===== config.mk =====
export PLATFORM = sky130hd
export DESIGN_NAME = rc4_candidate_key_scorer_core
export DESIGN_NICKNAME = d
export VERILOG_FILES = /design/src/design/rc4cks_pkg.sv /design/src/design/rc4cks_ram.sv /design/src/design/rc4cks_ctrl.sv /design/src/design/rc4cks_dp.sv /design/src/design/rc4_candidate_key_scorer_core.sv
export SDC_FILE = /design/constraint.sdc
export NUM_CORES = 2
export LEC_CHECK = 0
export BUFFER_PORTS_ARGS = -buffer_cell sky130_fd_sc_hd__buf_2
export CAP_MARGIN = 20
export CORE_MARGIN = 4
export CORE_UTILIZATION = 35
export CTS_CLUSTER_DIAMETER = 60
export DETAILED_ROUTE_END_ITERATION = 8
export PLACE_DENSITY_LB_ADDON = 0.2
export SETUP_SLACK_MARGIN = 0.1
export SLEW_MARGIN = 20
export SYNTH_ARGS = -nofsm -noshare
export SYNTH_HDL_FRONTEND = slang
export SYNTH_SLANG_ARGS = --single-unit

===== constraint.sdc =====
create_clock -name clk -period 13.1 [get_ports clk]
set_input_delay 1.31 -clock clk [delete_from_list [all_inputs] [get_ports clk]]
set_output_delay 1.31 -clock clk [all_outputs]
set_load 0.01 [all_outputs]

===== src/design/rc4cks_pkg.sv =====
// ----------------------------------------------------------------------------
// RC4 candidate key scorer package
// Shared command and status types, constant tables and key derivation.
// ----------------------------------------------------------------------------
package rc4cks_pkg;

	localparam int SBOX_DEPTH = 256;
	localparam int SBOX_WIDTH = 8;
	localparam int PLAIN_BYTES = 10;
	localparam logic [3:0] LEN_LONG = 4'd15;
	localparam logic [6:0] KEY_SHORT = 7'd76;
	localparam logic [6:0] KEY_LONG = 7'd80;
	localparam logic [7:0] HI_OFFSET = 8'h78;
	localparam logic [7:0] LO_OFFSET = 8'h7a;
	localparam logic [7:0] CASE_BIT = 8'h20;
	localparam logic [3:0] LEN_RESET = 4'd14;

	localparam logic [7:0] CIPHER [PLAIN_BYTES] = '{
		8'h69, 8'h8b, 8'h8f, 8'hb1, 8'h8f, 8'h3b, 8'h4f, 8'h99, 8'h61, 8'h72
	};
	localparam logic [7:0] GOAL [PLAIN_BYTES] = '{
		8'h66, 8'h00, 8'h6c, 8'h00, 8'h61, 8'h00, 8'h67, 8'h00, 8'h7b, 8'h00
	};

	// Commands from the controller to the datapath.
	typedef enum logic [3:0] {
		OP_NONE, OP_LOAD, OP_INIT, OP_K1, OP_K2, OP_K3, OP_K4,
		OP_P1, OP_P2, OP_P3, OP_P4, OP_P5, OP_P6, OP_PUB
	} op_t;

	typedef struct packed {
		logic init_last;
		logic ksa_last;
		logic prga_last;
		logic out_free;
	} status_t;

	// One byte of the widened nibble stream; odd positions are the zero bytes.
	function automatic logic [7:0] wide_byte(input logic [63:0] cand, input logic [4:0] m);
		logic [7:0] b;
		b = cand[{m[4:2], 3'b000} +: 8];
		if (m[0]) begin
			return 8'h00;
		end else if (m[1]) begin
			return {4'h0, b[3:0]} + LO_OFFSET;
		end else begin
			return {4'h0, b[7:4]} + HI_OFFSET;
		end
	endfunction

	// Standard base64 alphabet.
	function automatic logic [7:0] b64_char(input logic [5:0] v);
		logic [7:0] w;
		w = {2'b00, v};
		if (v < 6'd26) begin
			return w + 8'h41;
		end else if (v < 6'd52) begin
			return w + 8'h47;
		end else if (v < 6'd62) begin
			return w - 8'h04;
		end else if (v == 6'd62) begin
			return 8'h2b;
		end else begin
			return 8'h2f;
		end
	endfunction

	// Base64 character number c of the widened stream (c below 40).
	function automatic logic [7:0] key_char(input logic [63:0] cand, input logic [5:0] c);
		logic [4:0] g;
		logic [23:0] blk;
		logic [5:0] six;
		g = {c[5:2], 1'b0} + {1'b0, c[5:2]};
		blk = {wide_byte(cand, g), wide_byte(cand, g + 5'd1), wide_byte(cand, g + 5'd2)};
		case (c[1:0])
			2'd0: six = blk[23:18];
			2'd1: six = blk[17:12];
			2'd2: six = blk[11:6];
			default: six = blk[5:0];
		endcase
		return b64_char(six);
	endfunction

	function automatic logic [7:0] fold_case(input logic [7:0] v);
		if (v >= 8'h41 && v <= 8'h5a) begin
			return v + CASE_BIT;
		end
		return v;
	endfunction

endpackage


===== src/design/rc4cks_ram.sv =====
// ----------------------------------------------------------------------------
// Generic RAM
// One write port and one read port with registered read data.
// ----------------------------------------------------------------------------
module rc4cks_ram #(
	parameter int WIDTH = 8,
	parameter int DEPTH = 256
) (
	input  logic                     clk,
	input  logic                     we,
	input  logic [$clog2(DEPTH)-1:0] waddr,
	input  logic [WIDTH-1:0]         wdata,
	input  logic [$clog2(DEPTH)-1:0] raddr,
	output logic [WIDTH-1:0]         rdata
);

	logic [WIDTH-1:0] mem_q [DEPTH];

	// Write and registered read.
	always_ff @(posedge clk) begin
		if (we) begin
			mem_q[waddr] <= wdata;
		end
		rdata <= mem_q[raddr];
	end

endmodule


===== src/design/rc4cks_ctrl.sv =====
// ----------------------------------------------------------------------------
// RC4 scorer controller
// Sequences table fill, key schedule, keystream steps and result handoff.
// ----------------------------------------------------------------------------
module rc4cks_ctrl (
	input  logic              clk,
	input  logic              arst_n,
	input  logic              in_valid,
	output logic              in_stall,
	input  rc4cks_pkg::status_t sts,
	output rc4cks_pkg::op_t     op
);

	typedef enum logic [3:0] {
		ST_IDLE, ST_INIT, ST_K1, ST_K2, ST_K3, ST_K4,
		ST_P1, ST_P2, ST_P3, ST_P4, ST_P5, ST_P6, ST_DONE
	} state_t;

	state_t state_q;

	// Command decode from the current state.
	always_comb begin
		case (state_q)
			ST_IDLE: op = in_valid ? rc4cks_pkg::OP_LOAD : rc4cks_pkg::OP_NONE;
			ST_INIT: op = rc4cks_pkg::OP_INIT;
			ST_K1: op = rc4cks_pkg::OP_K1;
			ST_K2: op = rc4cks_pkg::OP_K2;
			ST_K3: op = rc4cks_pkg::OP_K3;
			ST_K4: op = rc4cks_pkg::OP_K4;
			ST_P1: op = rc4cks_pkg::OP_P1;
			ST_P2: op = rc4cks_pkg::OP_P2;
			ST_P3: op = rc4cks_pkg::OP_P3;
			ST_P4: op = rc4cks_pkg::OP_P4;
			ST_P5: op = rc4cks_pkg::OP_P5;
			ST_P6: op = rc4cks_pkg::OP_P6;
			ST_DONE: op = sts.out_free ? rc4cks_pkg::OP_PUB : rc4cks_pkg::OP_NONE;
			default: op = rc4cks_pkg::OP_NONE;
		endcase
	end

	// State register and registered input stall.
	always_ff @(posedge clk or negedge arst_n) begin
		if (!arst_n) begin
			state_q <= ST_IDLE;
			in_stall <= 1'b0;
		end else begin
			case (state_q)
				ST_IDLE: begin
					if (in_valid) begin
						state_q <= ST_INIT;
						in_stall <= 1'b1;
					end
				end
				ST_INIT: if (sts.init_last) state_q <= ST_K1;
				ST_K1: state_q <= ST_K2;
				ST_K2: state_q <= ST_K3;
				ST_K3: state_q <= ST_K4;
				ST_K4: state_q <= sts.ksa_last ? ST_P1 : ST_K1;
				ST_P1: state_q <= ST_P2;
				ST_P2: state_q <= ST_P3;
				ST_P3: state_q <= ST_P4;
				ST_P4: state_q <= ST_P5;
				ST_P5: state_q <= ST_P6;
				ST_P6: state_q <= sts.prga_last ? ST_DONE : ST_P1;
				ST_DONE: begin
					if (sts.out_free) begin
						state_q <= ST_IDLE;
						in_stall <= 1'b0;
					end
				end
				default: state_q <= ST_IDLE;
			endcase
		end
	end

endmodule


===== src/design/rc4cks_dp.sv =====
// ----------------------------------------------------------------------------
// RC4 scorer datapath
// Key bytes, permutation table, indices, scoring and the output register.
// ----------------------------------------------------------------------------
module rc4cks_dp (
	input  logic                clk,
	input  logic                arst_n,
	input  rc4cks_pkg::op_t     op,
	output rc4cks_pkg::status_t sts,
	input  logic [63:0]         candidate,
	input  logic                cfg_we,
	input  logic [3:0]          cfg_data,
	output logic                out_valid,
	input  logic                out_stall,
	output logic [63:0]         plain_low,
	output logic [15:0]         plain_high,
	output logic [3:0]          exact_len,
	output logic [9:0]          dist_four,
	output logic [10:0]         dist_six,
	output logic [11:0]         dist_ten
);

	logic [3:0]  len_q;
	logic [63:0] cand_q;
	logic [6:0]  klen_q;
	logic [6:0]  kpos_q;
	logic [7:0]  k_q, i_q, j_q, t_q, sum_q;
	logic [3:0]  n_q;
	logic [7:0]  plain_q [rc4cks_pkg::PLAIN_BYTES];
	logic [3:0]  exact_q;
	logic        run_q;
	logic [9:0]  d4_q;
	logic [10:0] d6_q;
	logic [11:0] d10_q;

	logic        we;
	logic [7:0]  waddr, wdata, raddr, rdata;
	logic [7:0]  key_b, jn, pb, pf, gf, diff;

	rc4cks_ram #(
		.WIDTH (rc4cks_pkg::SBOX_WIDTH),
		.DEPTH (rc4cks_pkg::SBOX_DEPTH)
	) u_sbox (
		.clk   (clk),
		.we    (we),
		.waddr (waddr),
		.wdata (wdata),
		.raddr (raddr),
		.rdata (rdata)
	);

	// Key byte at the current key position: base64 character or zero byte.
	assign key_b = kpos_q[0] ? 8'h00 : rc4cks_pkg::key_char(cand_q, kpos_q[6:1]);
	assign jn = j_q + rdata + key_b;

	// Plaintext byte and its distance to the target.
	assign pb = rdata ^ rc4cks_pkg::CIPHER[n_q];
	assign pf = rc4cks_pkg::fold_case(pb);
	assign gf = rc4cks_pkg::fold_case(rc4cks_pkg::GOAL[n_q]);
	assign diff = (pb > rc4cks_pkg::GOAL[n_q]) ? pb - rc4cks_pkg::GOAL[n_q]
		: rc4cks_pkg::GOAL[n_q] - pb;

	// Table port control.
	always_comb begin
		we = 1'b0;
		waddr = k_q;
		wdata = k_q;
		raddr = 8'h00;
		case (op)
			rc4cks_pkg::OP_INIT: we = 1'b1;
			rc4cks_pkg::OP_K1: raddr = k_q;
			rc4cks_pkg::OP_K2: raddr = jn;
			rc4cks_pkg::OP_K3: begin
				we = 1'b1;
				wdata = rdata;
			end
			rc4cks_pkg::OP_K4: begin
				we = 1'b1;
				waddr = j_q;
				wdata = t_q;
			end
			rc4cks_pkg::OP_P1: raddr = i_q + 8'd1;
			rc4cks_pkg::OP_P2: raddr = j_q + rdata;
			rc4cks_pkg::OP_P3: begin
				we = 1'b1;
				waddr = i_q;
				wdata = rdata;
			end
			rc4cks_pkg::OP_P4: begin
				we = 1'b1;
				waddr = j_q;
				wdata = t_q;
			end
			rc4cks_pkg::OP_P5: raddr = sum_q;
			default: ;
		endcase
	end

	assign sts.init_last = (k_q == 8'hff);
	assign sts.ksa_last = (k_q == 8'hff);
	assign sts.prga_last = (n_q == 4'(rc4cks_pkg::PLAIN_BYTES - 1));
	assign sts.out_free = !out_valid || !out_stall;

	// Length register.
	always_ff @(posedge clk or negedge arst_n) begin
		if (!arst_n) begin
			len_q <= rc4cks_pkg::LEN_RESET;
		end else if (cfg_we) begin
			len_q <= cfg_data;
		end
	end

	// Output beat valid.
	always_ff @(posedge clk or negedge arst_n) begin
		if (!arst_n) begin
			out_valid <= 1'b0;
		end else if (op == rc4cks_pkg::OP_PUB) begin
			out_valid <= 1'b1;
		end else if (!out_stall) begin
			out_valid <= 1'b0;
		end
	end

	// Working registers, one step per command.
	always_ff @(posedge clk) begin
		case (op)
			rc4cks_pkg::OP_LOAD: begin
				cand_q <= candidate;
				klen_q <= (len_q == rc4cks_pkg::LEN_LONG) ? rc4cks_pkg::KEY_LONG
					: rc4cks_pkg::KEY_SHORT;
				kpos_q <= 7'd0;
				k_q <= 8'd0;
				i_q <= 8'd0;
				j_q <= 8'd0;
				n_q <= 4'd0;
				exact_q <= 4'd0;
				run_q <= 1'b1;
				d4_q <= 10'd0;
				d6_q <= 11'd0;
				d10_q <= 12'd0;
			end
			rc4cks_pkg::OP_INIT: k_q <= k_q + 8'd1;
			rc4cks_pkg::OP_K2: begin
				t_q <= rdata;
				j_q <= jn;
			end
			rc4cks_pkg::OP_K4: begin
				k_q <= k_q + 8'd1;
				kpos_q <= (kpos_q == klen_q - 7'd1) ? 7'd0 : kpos_q + 7'd1;
				if (k_q == 8'hff) begin
					j_q <= 8'd0;
				end
			end
			rc4cks_pkg::OP_P1: i_q <= i_q + 8'd1;
			rc4cks_pkg::OP_P2: begin
				t_q <= rdata;
				j_q <= j_q + rdata;
			end
			rc4cks_pkg::OP_P3: sum_q <= t_q + rdata;
			rc4cks_pkg::OP_P6: begin
				plain_q[n_q] <= pb;
				n_q <= n_q + 4'd1;
				if (run_q && pf == gf) begin
					exact_q <= exact_q + 4'd1;
				end else begin
					run_q <= 1'b0;
				end
				if (n_q < 4'd4) begin
					d4_q <= d4_q + {2'b00, diff};
				end
				if (n_q < 4'd6) begin
					d6_q <= d6_q + {3'b000, diff};
				end
				d10_q <= d10_q + {4'h0, diff};
			end
			default: ;
		endcase
	end

	// Output payload register.
	always_ff @(posedge clk) begin
		if (op == rc4cks_pkg::OP_PUB) begin
			plain_low <= {plain_q[7], plain_q[6], plain_q[5], plain_q[4],
				plain_q[3], plain_q[2], plain_q[1], plain_q[0]};
			plain_high <= {plain_q[9], plain_q[8]};
			exact_len <= exact_q;
			dist_four <= d4_q;
			dist_six <= d6_q;
			dist_ten <= d10_q;
		end
	end

endmodule


===== src/design/rc4_candidate_key_scorer_core.sv =====
// ----------------------------------------------------------------------------
// RC4 candidate key scorer
// Derives an RC4 key from an 8-byte candidate, decrypts ten bytes and scores.
// ----------------------------------------------------------------------------
// Usage: the input channel (in_valid, in_stall, candidate) takes one beat per
// candidate. in_stall is high from acceptance until the result has been moved
// into the output register, so one candidate is worked on at a time.
// Each candidate goes from acceptance to a valid output beat through the
// fill of the permutation table, the 256 key schedule steps (states K1 to
// K4 each), the ten keystream bytes (states P1 to P6 each) and the load of
// the output register. The single port pair of the permutation RAM splits
// each step into these states. A candidate beat is accepted in the idle
// state that follows the load of the previous result.
// The output channel (out_valid, out_stall, plain_low ... dist_ten) holds its
// beat while out_stall is high; the next candidate may be accepted while the
// previous result still waits there, and a finished result waits internally
// until the output register is free.
// cfg_we/cfg_data write the padded length (15 gives an 80-byte key, any
// other value a 76-byte key); write it only while the block is idle.
// Reset clears the controller, the output valid and sets the length to 14.
// ----------------------------------------------------------------------------
module rc4_candidate_key_scorer_core (
	input  logic        clk,
	input  logic        arst_n,
	input  logic        in_valid,
	output logic        in_stall,
	input  logic [63:0] candidate,
	input  logic        cfg_we,
	input  logic [3:0]  cfg_data,
	output logic        out_valid,
	input  logic        out_stall,
	output logic [63:0] plain_low,
	output logic [15:0] plain_high,
	output logic [3:0]  exact_len,
	output logic [9:0]  dist_four,
	output logic [10:0] dist_six,
	output logic [11:0] dist_ten
);

	rc4cks_pkg::op_t     op;
	rc4cks_pkg::status_t sts;

	// Sequencer.
	rc4cks_ctrl u_ctrl (
		.clk      (clk),
		.arst_n   (arst_n),
		.in_valid (in_valid),
		.in_stall (in_stall),
		.sts      (sts),
		.op       (op)
	);

	// Datapath with permutation RAM.
	rc4cks_dp u_dp (
		.clk        (clk),
		.arst_n     (arst_n),
		.op         (op),
		.sts        (sts),
		.candidate  (candidate),
		.cfg_we     (cfg_we),
		.cfg_data   (cfg_data),
		.out_valid  (out_valid),
		.out_stall  (out_stall),
		.plain_low  (plain_low),
		.plain_high (plain_high),
		.exact_len  (exact_len),
		.dist_four  (dist_four),
		.dist_six   (dist_six),
		.dist_ten   (dist_ten)
	);

endmodule


==> Yosys cells after proc, flatten, opt, wreduce, memory -nomap -nowiden <==
Memory sizes are Yosys's and may differ from the RTL's. A register that Yosys moved wholly into a read port is not among the register bits.
Index checks and enable logic that the tools add are counted.
{ "op_classes": {"addsub": 28, "mul": 0, "div_mod_pow": 0, "order_cmp": 11, "n_eq_ne": 42, "shift": 3, "n_mux": 62, "bitwise_logic": 2, "n_reduce_logical": 26} }
{ "op_table": {"columns": ["op", "n"], "rows": [
  ["indexed part select 64 x 7 -> 8 bit", 3],
  ["two-way mux 8 bit", 20],
  ["one-hot mux 4 bit (13 select lines)", 2],
  ["one-hot mux 8 bit (2 select lines)", 4],
  ["== test 4 bit (second input constant)", 13],
  ["adder 4 x 7 -> 8 bit (second input constant)", 6],
  ["one-hot mux 8 bit (5 select lines)", 1],
  ["== test 4 x 3 -> 1 bit (second input constant)", 8],
  ["one-hot mux 8 bit (4 select lines)", 1],
  ["adder 8 bit", 3],
  ["two-way mux 4 bit", 6],
  ["one-hot mux 12 bit (2 select lines)", 1],
  ["one-hot mux 11 bit (2 select lines)", 1],
  ["one-hot mux 10 bit (2 select lines)", 1],
  ["one-hot mux 6 bit (3 select lines)", 1],
  ["adder 6 x 7 -> 8 bit (second input constant)", 2],
  ["adder 8 x 1 -> 8 bit (second input constant)", 2],
  ["adder 8 x 6 -> 8 bit (second input constant)", 2],
  ["== test 4 x 2 -> 1 bit (second input constant)", 4],
  [">= comparator 8 x 7 -> 1 bit (second input constant)", 2],
  ["<= comparator 8 x 7 -> 1 bit (second input constant)", 2],
  ["one-hot mux 4 bit (2 select lines)", 2],
  ["subtractor 8 bit", 2],
  ["one-hot mux 7 bit (2 select lines)", 1],
  ["other kinds (44)", 84]
]} }
{ "word_totals": {"reg_bits": 207, "latch_bits": 0, "mem_bits_rw": 2128, "mem_bits_ro": 256, "elab_cells": 200, "memories": 4} }
{ "mem_list": {"columns": ["memory", "words", "word_bits", "read_ports", "rd_clocked_by_memory_dff", "wr", "line_no", "rtl"], "rows": [
  ["u_dp.u_sbox.mem_q", 256, 8, 1, 1, 1, "rc4cks_ram.sv:17", "logic [WIDTH-1:0] mem_q [DEPTH];"],
  ["(name not given)", 16, 8, 1, 0, 0, "rc4cks_dp.sv:57", "assign pb = rdata ^ rc4cks_pkg::CIPHER[n_q];"],
  ["(name not given)", 16, 8, 1, 0, 0, "rc4cks_dp.sv:59", "assign gf = rc4cks_pkg::fold_case(rc4cks_pkg::GOAL[n_q]);"],
  ["u_dp.plain_q", 10, 8, 10, 10, 1, "rc4cks_dp.sv:29", "logic [7:0] plain_q [rc4cks_pkg::PLAIN_BYTES];"]
]} }

==> Logic depth before layout (Yosys ltp) <==
{ "depth": {"depth_word": 15, "mapped_depth": 41, "ltp_nobuf": 35} }

==> Modules after synthesis <==
From an unflattened synthesis, not the netlist that was laid out.
{ "hier_totals": {"hier_cells": 5128, "area_unflattened_um2": 97975.2} }
{ "modules_own_cells": {"columns": ["mod", "instances", "cells_each", "area_per_inst_um2", "seq_area_each_um2"], "rows": [
  ["rc4cks_ram", 1, 3733, 79556.3, 61659.1],
  ["rc4cks_dp", 1, 1351, 18046.1, 10699.0],
  ["rc4cks_ctrl", 1, 44, 372.9, 125.1]
]} }

==> Worst setup path after synthesis <==
Ideal clock, no wire load.
{ "synth_path": {"path_kind": "register to register", "startpoint": "register u_dp.kpos_q[4]", "endpoint": "register u_dp.u_sbox.rdata[0], read port of u_dp.u_sbox.mem_q", "setup_time_ns": 0.132, "arrival_time_ns": 8.174, "path_slack_ns": 4.794, "path_stages_with_launch": 40, "path_buffers": 9, "synth_period_minus_slack_ns": 8.306, "path_cell_list": "edfxtp_1 > inv_1 > ha_1 > clkbuf_1 > inv_1 > clkbuf_1 > ha_1 > clkbuf_1 > buf_2 > mux4_2 > nor2b_1 > nor2_1 > a21oi_1 > ha_1 > inv_1 > ha_1 > nand2b_1 > a21o_1 > [4 not listed] > buf_2 > mux2i_1 > mux2_2 > nor2_1 > fa_1 > a22o_1 > a21oi_1 > clkbuf_1 > clkbuf_1 > clkbuf_1 > clkbuf_1 > nand3_1 > a311oi_1 > a31oi_1 > a21oi_1 > mux2i_1 > a21oi_1 > mux2i_1"} }
{ "synth_via": {"elab_chain_len": 15, "word_cells_on_any_way": 33, "cone_classes": "13 x add/sub; 3 x order compare; 1 x eq/ne; 3 x shift; 13 x mux"} }
{ "synth_lines": {"columns": ["element", "line_no", "rtl"], "rows": [
  ["start, declared", "rc4cks_dp.sv:26", "logic [6:0] kpos_q;"],
  ["start signal, assigned", "rc4cks_dp.sv:149", "kpos_q <= (kpos_q == klen_q - 7'd1) ? 7'd0 : kpos_q + 7'd1;"],
  ["adder 5 x 4 -> 5 bit *", "rc4cks_pkg.sv:73", "g = {c[5:2], 1'b0} + {1'b0, c[5:2]};"],
  ["adder 5 x 2 -> 5 bit or adder 5 x 1 -> 5 bit (tied branches)", "rc4cks_pkg.sv:74", "blk = {wide_byte(cand, g), wide_byte(cand, g + 5'd1), wide_byte(cand, g + 5'd2)};"],
  ["indexed part select 64 x 7 -> 8 bit", "rc4cks_pkg.sv:41", "b = cand[{m[4:2], 3'b000} +: 8];"],
  ["adder 4 x 7 -> 8 bit, on equally long branches", "rc4cks_pkg.sv:47, rc4cks_pkg.sv:45", null],
  ["two-way mux 8 bit", "rc4cks_pkg.sv:44", "end else if (m[1]) begin"],
  ["two-way mux 8 bit", "rc4cks_pkg.sv:42", "if (m[0]) begin"],
  ["one-hot mux 6 bit (3 select lines) *", "rc4cks_pkg.sv:75", "case (c[1:0])"],
  ["branches (longest 4 deep; another with subtractor 6 x 3 -> 7 bit)", null, null],
  ["two-way mux 8 bit *", "rc4cks_pkg.sv:55", "if (v < 6'd26) begin"],
  ["two-way mux 8 bit *", "rc4cks_dp.sv:53", "assign key_b = kpos_q[0] ? 8'h00 : rc4cks_pkg::key_char(cand_q, kpos_q[6:1]);"],
  ["adder 8 bit *", "rc4cks_dp.sv:54", "assign jn = j_q + rdata + key_b;"],
  ["one-hot mux 8 bit (5 select lines) *", "rc4cks_dp.sv:69", "case (op)"],
  ["end, declared", "rc4cks_ram.sv:14", "output logic [WIDTH-1:0] rdata"]
]} }
Mark *: on every way between the ends.
A chain may end at the register's enable or synchronous reset.

==> Final worst setup path <==
{ "layout_path": {"startpoint": "register u_dp.kpos_q[3]", "endpoint": "register u_dp.u_sbox.rdata[0], read port of u_dp.u_sbox.mem_q"} }
The elaborated chain is that of the path after synthesis.

==> reports/qor.csv <==
metric,value,unit
Root Driver,clkbuf_16,
TNS Setup,0,ns
Mean Syn Cell Area,12.7,µm²
routed via count,65300,
largest net degree at the start of global routing,190,
initial antenna violation count,11,
number of DRC markers in iteration 0,6884,
"FF+latch count, synth",2418,
Post-synth EDFFs,2400,
CP peak stage delay,1.13,ns
Worst Setup Path Type,reg2reg,
status,"complete, no violations",
htree depth,5,
Nets,8193,
crit path capture type,flip-flop,
max-slew violation count,0,
Crit path top cell by count,ha_1,
post-route DRC violation count,0,
Critical Path AT,13.24,ns
Routed WL,303000,µm
final setup violation count,0,
die width,545,µm
final core occ,0.401,
Post-synth top flop,edfxtp_1,
Fillers,26800,
FF+latch area,0.0725,mm²
hold_buf cts,0,
Required @ worst endpoint,13.89,ns
area grow syn2layout,13.9,%
worst-path maximum fanout,57,
Worst Hold Class,in2async,
share of synthesized registers carrying an async set or reset,0.00414,
clock tree buffer depth,4,
sequential share of the synthesized area,0.719,
Hold WS,0.351,ns
Fmax,0.0803,GHz
synthesized area,0.101,mm²
number of max-cap violations,0,
gpl congestion,0.861,
worst slew pin tran,1.19,ns
postcts setup bufs,0,
CORE AREA,0.286,mm²
Initial Utilization,0.352,
DR vias/cell,5.44,
synth unique cells,87,
Final Hold Fails,0,
Final period util,0.951,
total CTS buffers,282,
RSZ-0062 raised after global routing,no,
worst reg2reg path depth,32,
clk_lat worst skew,0.89,ns
row cnt,196,
vias in the first global route,62400,
slowest CP cell,xor3_1,
yosys warns,0,
Routed wire per std cell,25.3,µm
num ports,192,
hpwl dp,178000,µm
number of port buffers,191,
Detail Route Antenna Nets,0,
Multi-input gate area,0.0262,mm²
Initial DRT Pass Iterations,8,
Die H,545,µm
critical path startpoint category,flip-flop,
gr usage total,0.198,
Setup Skew,0.0829,ns
Clock Pin Slew Worst Setup and Hold Paths,0.06,ns
Sink Count,2418,
first-pass GRT wire length,440000,µm
grt total ovfl,0,
normalized max-slew margin,0.209,
Mapped Cells,7949,
Mapped Nets,8120,
die area,0.297,mm²
post_cts resized,0,
layout cell share with drive strength beyond 1,0.101,
fin crit period,12.46,ns
CTS tree,built,
-- flip-flops by register name, summed over array words and instances (netlist names), 10 cells and up --
register           cells
plain_high            16
plain_low             64
u_dp.cand_q           64
u_dp.d10_q            12
u_dp.d4_q             10
u_dp.d6_q             11
u_dp.dist_four        10
u_dp.dist_six         11
u_dp.dist_ten         12
u_dp.plain_q          80
u_dp.u_sbox.mem_q   2048
-- cell type report --
| cell class | count | share of cell area |
|---|---|---|
| well taps | 3762 | 0.0410 |
| multi-input cells | 4932 | 0.229 |
| clock inverters | 147 | 0.0110 |
| flip-flops and latches | 2418 | 0.632 |
| diodes | 4 | 0.0000872 |
| inverters | 64 | 0.00210 |
| repair buffers | 324 | 0.0203 |
| clock buffers | 346 | 0.0651 |
-- cell usage after synthesis (all sizes together), types with 9 or more instances --
cell type	number	area share
fa	9	0.0018
nand2	2172	0.081
edfxtp	2400	0.72
mux2i	52	0.0052
mux2	14	0.0016
clkbuf	421	0.016
a211oi	20	0.0015
o21ai	52	0.0026
xor2	34	0.0030
nand3	1023	0.051
a311o	17	0.0017
o211ai	13	0.0012
ha	89	0.011
o21bai	14	0.0010
nand2b	11	0.00068
and3	158	0.0098
a31o	16	0.0014
o22ai	12	0.00075
xnor2	58	0.0052
a311oi	325	0.028
inv	63	0.0023
nor2b	34	0.0021
a31oi	62	0.0038
a22oi	27	0.0020
a221oi	12	0.0010
and2	27	0.0017
a21o	29	0.0022
mux4	30	0.0067
nor2	369	0.014
nor3	41	0.0021
a21oi	124	0.0063
nand4	15	0.00099
buf	114	0.0049
-- critical path, delay by kind of cell, from the launching register on --
family / cells / cell delay, ns
adder cells (fa/ha/maj): 7 / 2.49
XOR/XNOR: 1 / 1.13
flip-flops: 1 / 0.86
multiplexers: 3 / 0.98
AO/OA/AOI/OAI: 10 / 4.02
AND/OR/NAND/NOR: 5 / 1.02
buffers and inverters: 6 / 1.80
-- logic make-up after synthesis --
family / Yosys count / synth area share
adders and majority gates: 98 / 0.0128
AOI/OAI and AO/OA: 771 / 0.0579
DFF: 2418 / 0.719
other: 2 / 0.0000745
and+or+nand+nor: 3870 / 0.165
buffers and inverters: 599 / 0.0230
xor gates and xnor gates: 95 / 0.00884
muxes: 96 / 0.0135
-- worst paths after layout --
kind,from,to,slack (ns)
worst max-delay path,u_dp.kpos_q[3],u_dp.u_sbox.rdata[0],0.64
worst min-delay path,arst_n,u_dp.out_valid,0.35
worst max register to register,u_dp.kpos_q[3],u_dp.u_sbox.rdata[0],0.64
worst min register to register,u_dp.plain_q[1][2],plain_low[10],0.41
max in group asynchronous,arst_n,u_dp.len_q[1],12.45
min in group clk,u_dp.plain_q[1][2],plain_low[10],0.41
-- per-layer routing --
layer / up-vias / global-route usage / wire [µm]
met1: 32800 / 0.280 / 132000
met4: 2 / 0.0687 / 11100
met3: 483 / 0.0311 / 21700
li1: 29400 / - / -
met2: 2574 / 0.309 / 139000
met5: - / 0 / 13
-- through the flow --
step / instances / cell area, µm² / setup WS (ns)
5_1_grt: 12000 / 115000 / 0.315
4_1_cts: 12000 / 115000 / 0.534
3_3_place_gp: 11500 / 106000 / 0.505
2_1_floorplan: 7949 / 101000 / 4.79
6_report: 12000 / 115000 / 0.644
3_5_place_dp: 11500 / 106000 / 0.527
-- cell usage in the layout (no fill, tap or decap), types with 16 or more instances in the layout --
cell type,count
nor2_1,364
nor3_1,38
buf_2,191
edfxtp_1,2400
a211oi_1,19
a21o_1,27
bufinv_16,16
a311oi_1,325
and3_1,158
mux2i_1,52
clkbuf_1,54
ha_1,89
a31o_2,16
a31oi_1,62
nor2b_1,34
buf_4,103
xor2_1,33
clkbuf_16,288
o21ai_0,52
a21oi_1,121
clkinv_2,36
inv_6,18
nand2_1,2160
inv_1,62
nand3_1,1011
mux4_2,29
buf_12,28
a22oi_1,27
xnor2_1,54
clkinv_1,57
and2_1,23
a311o_1,17
Power is left out: the tool's default activity adds up to more than one toggle a clock period on the data nets, which glitch-free logic cannot reach.
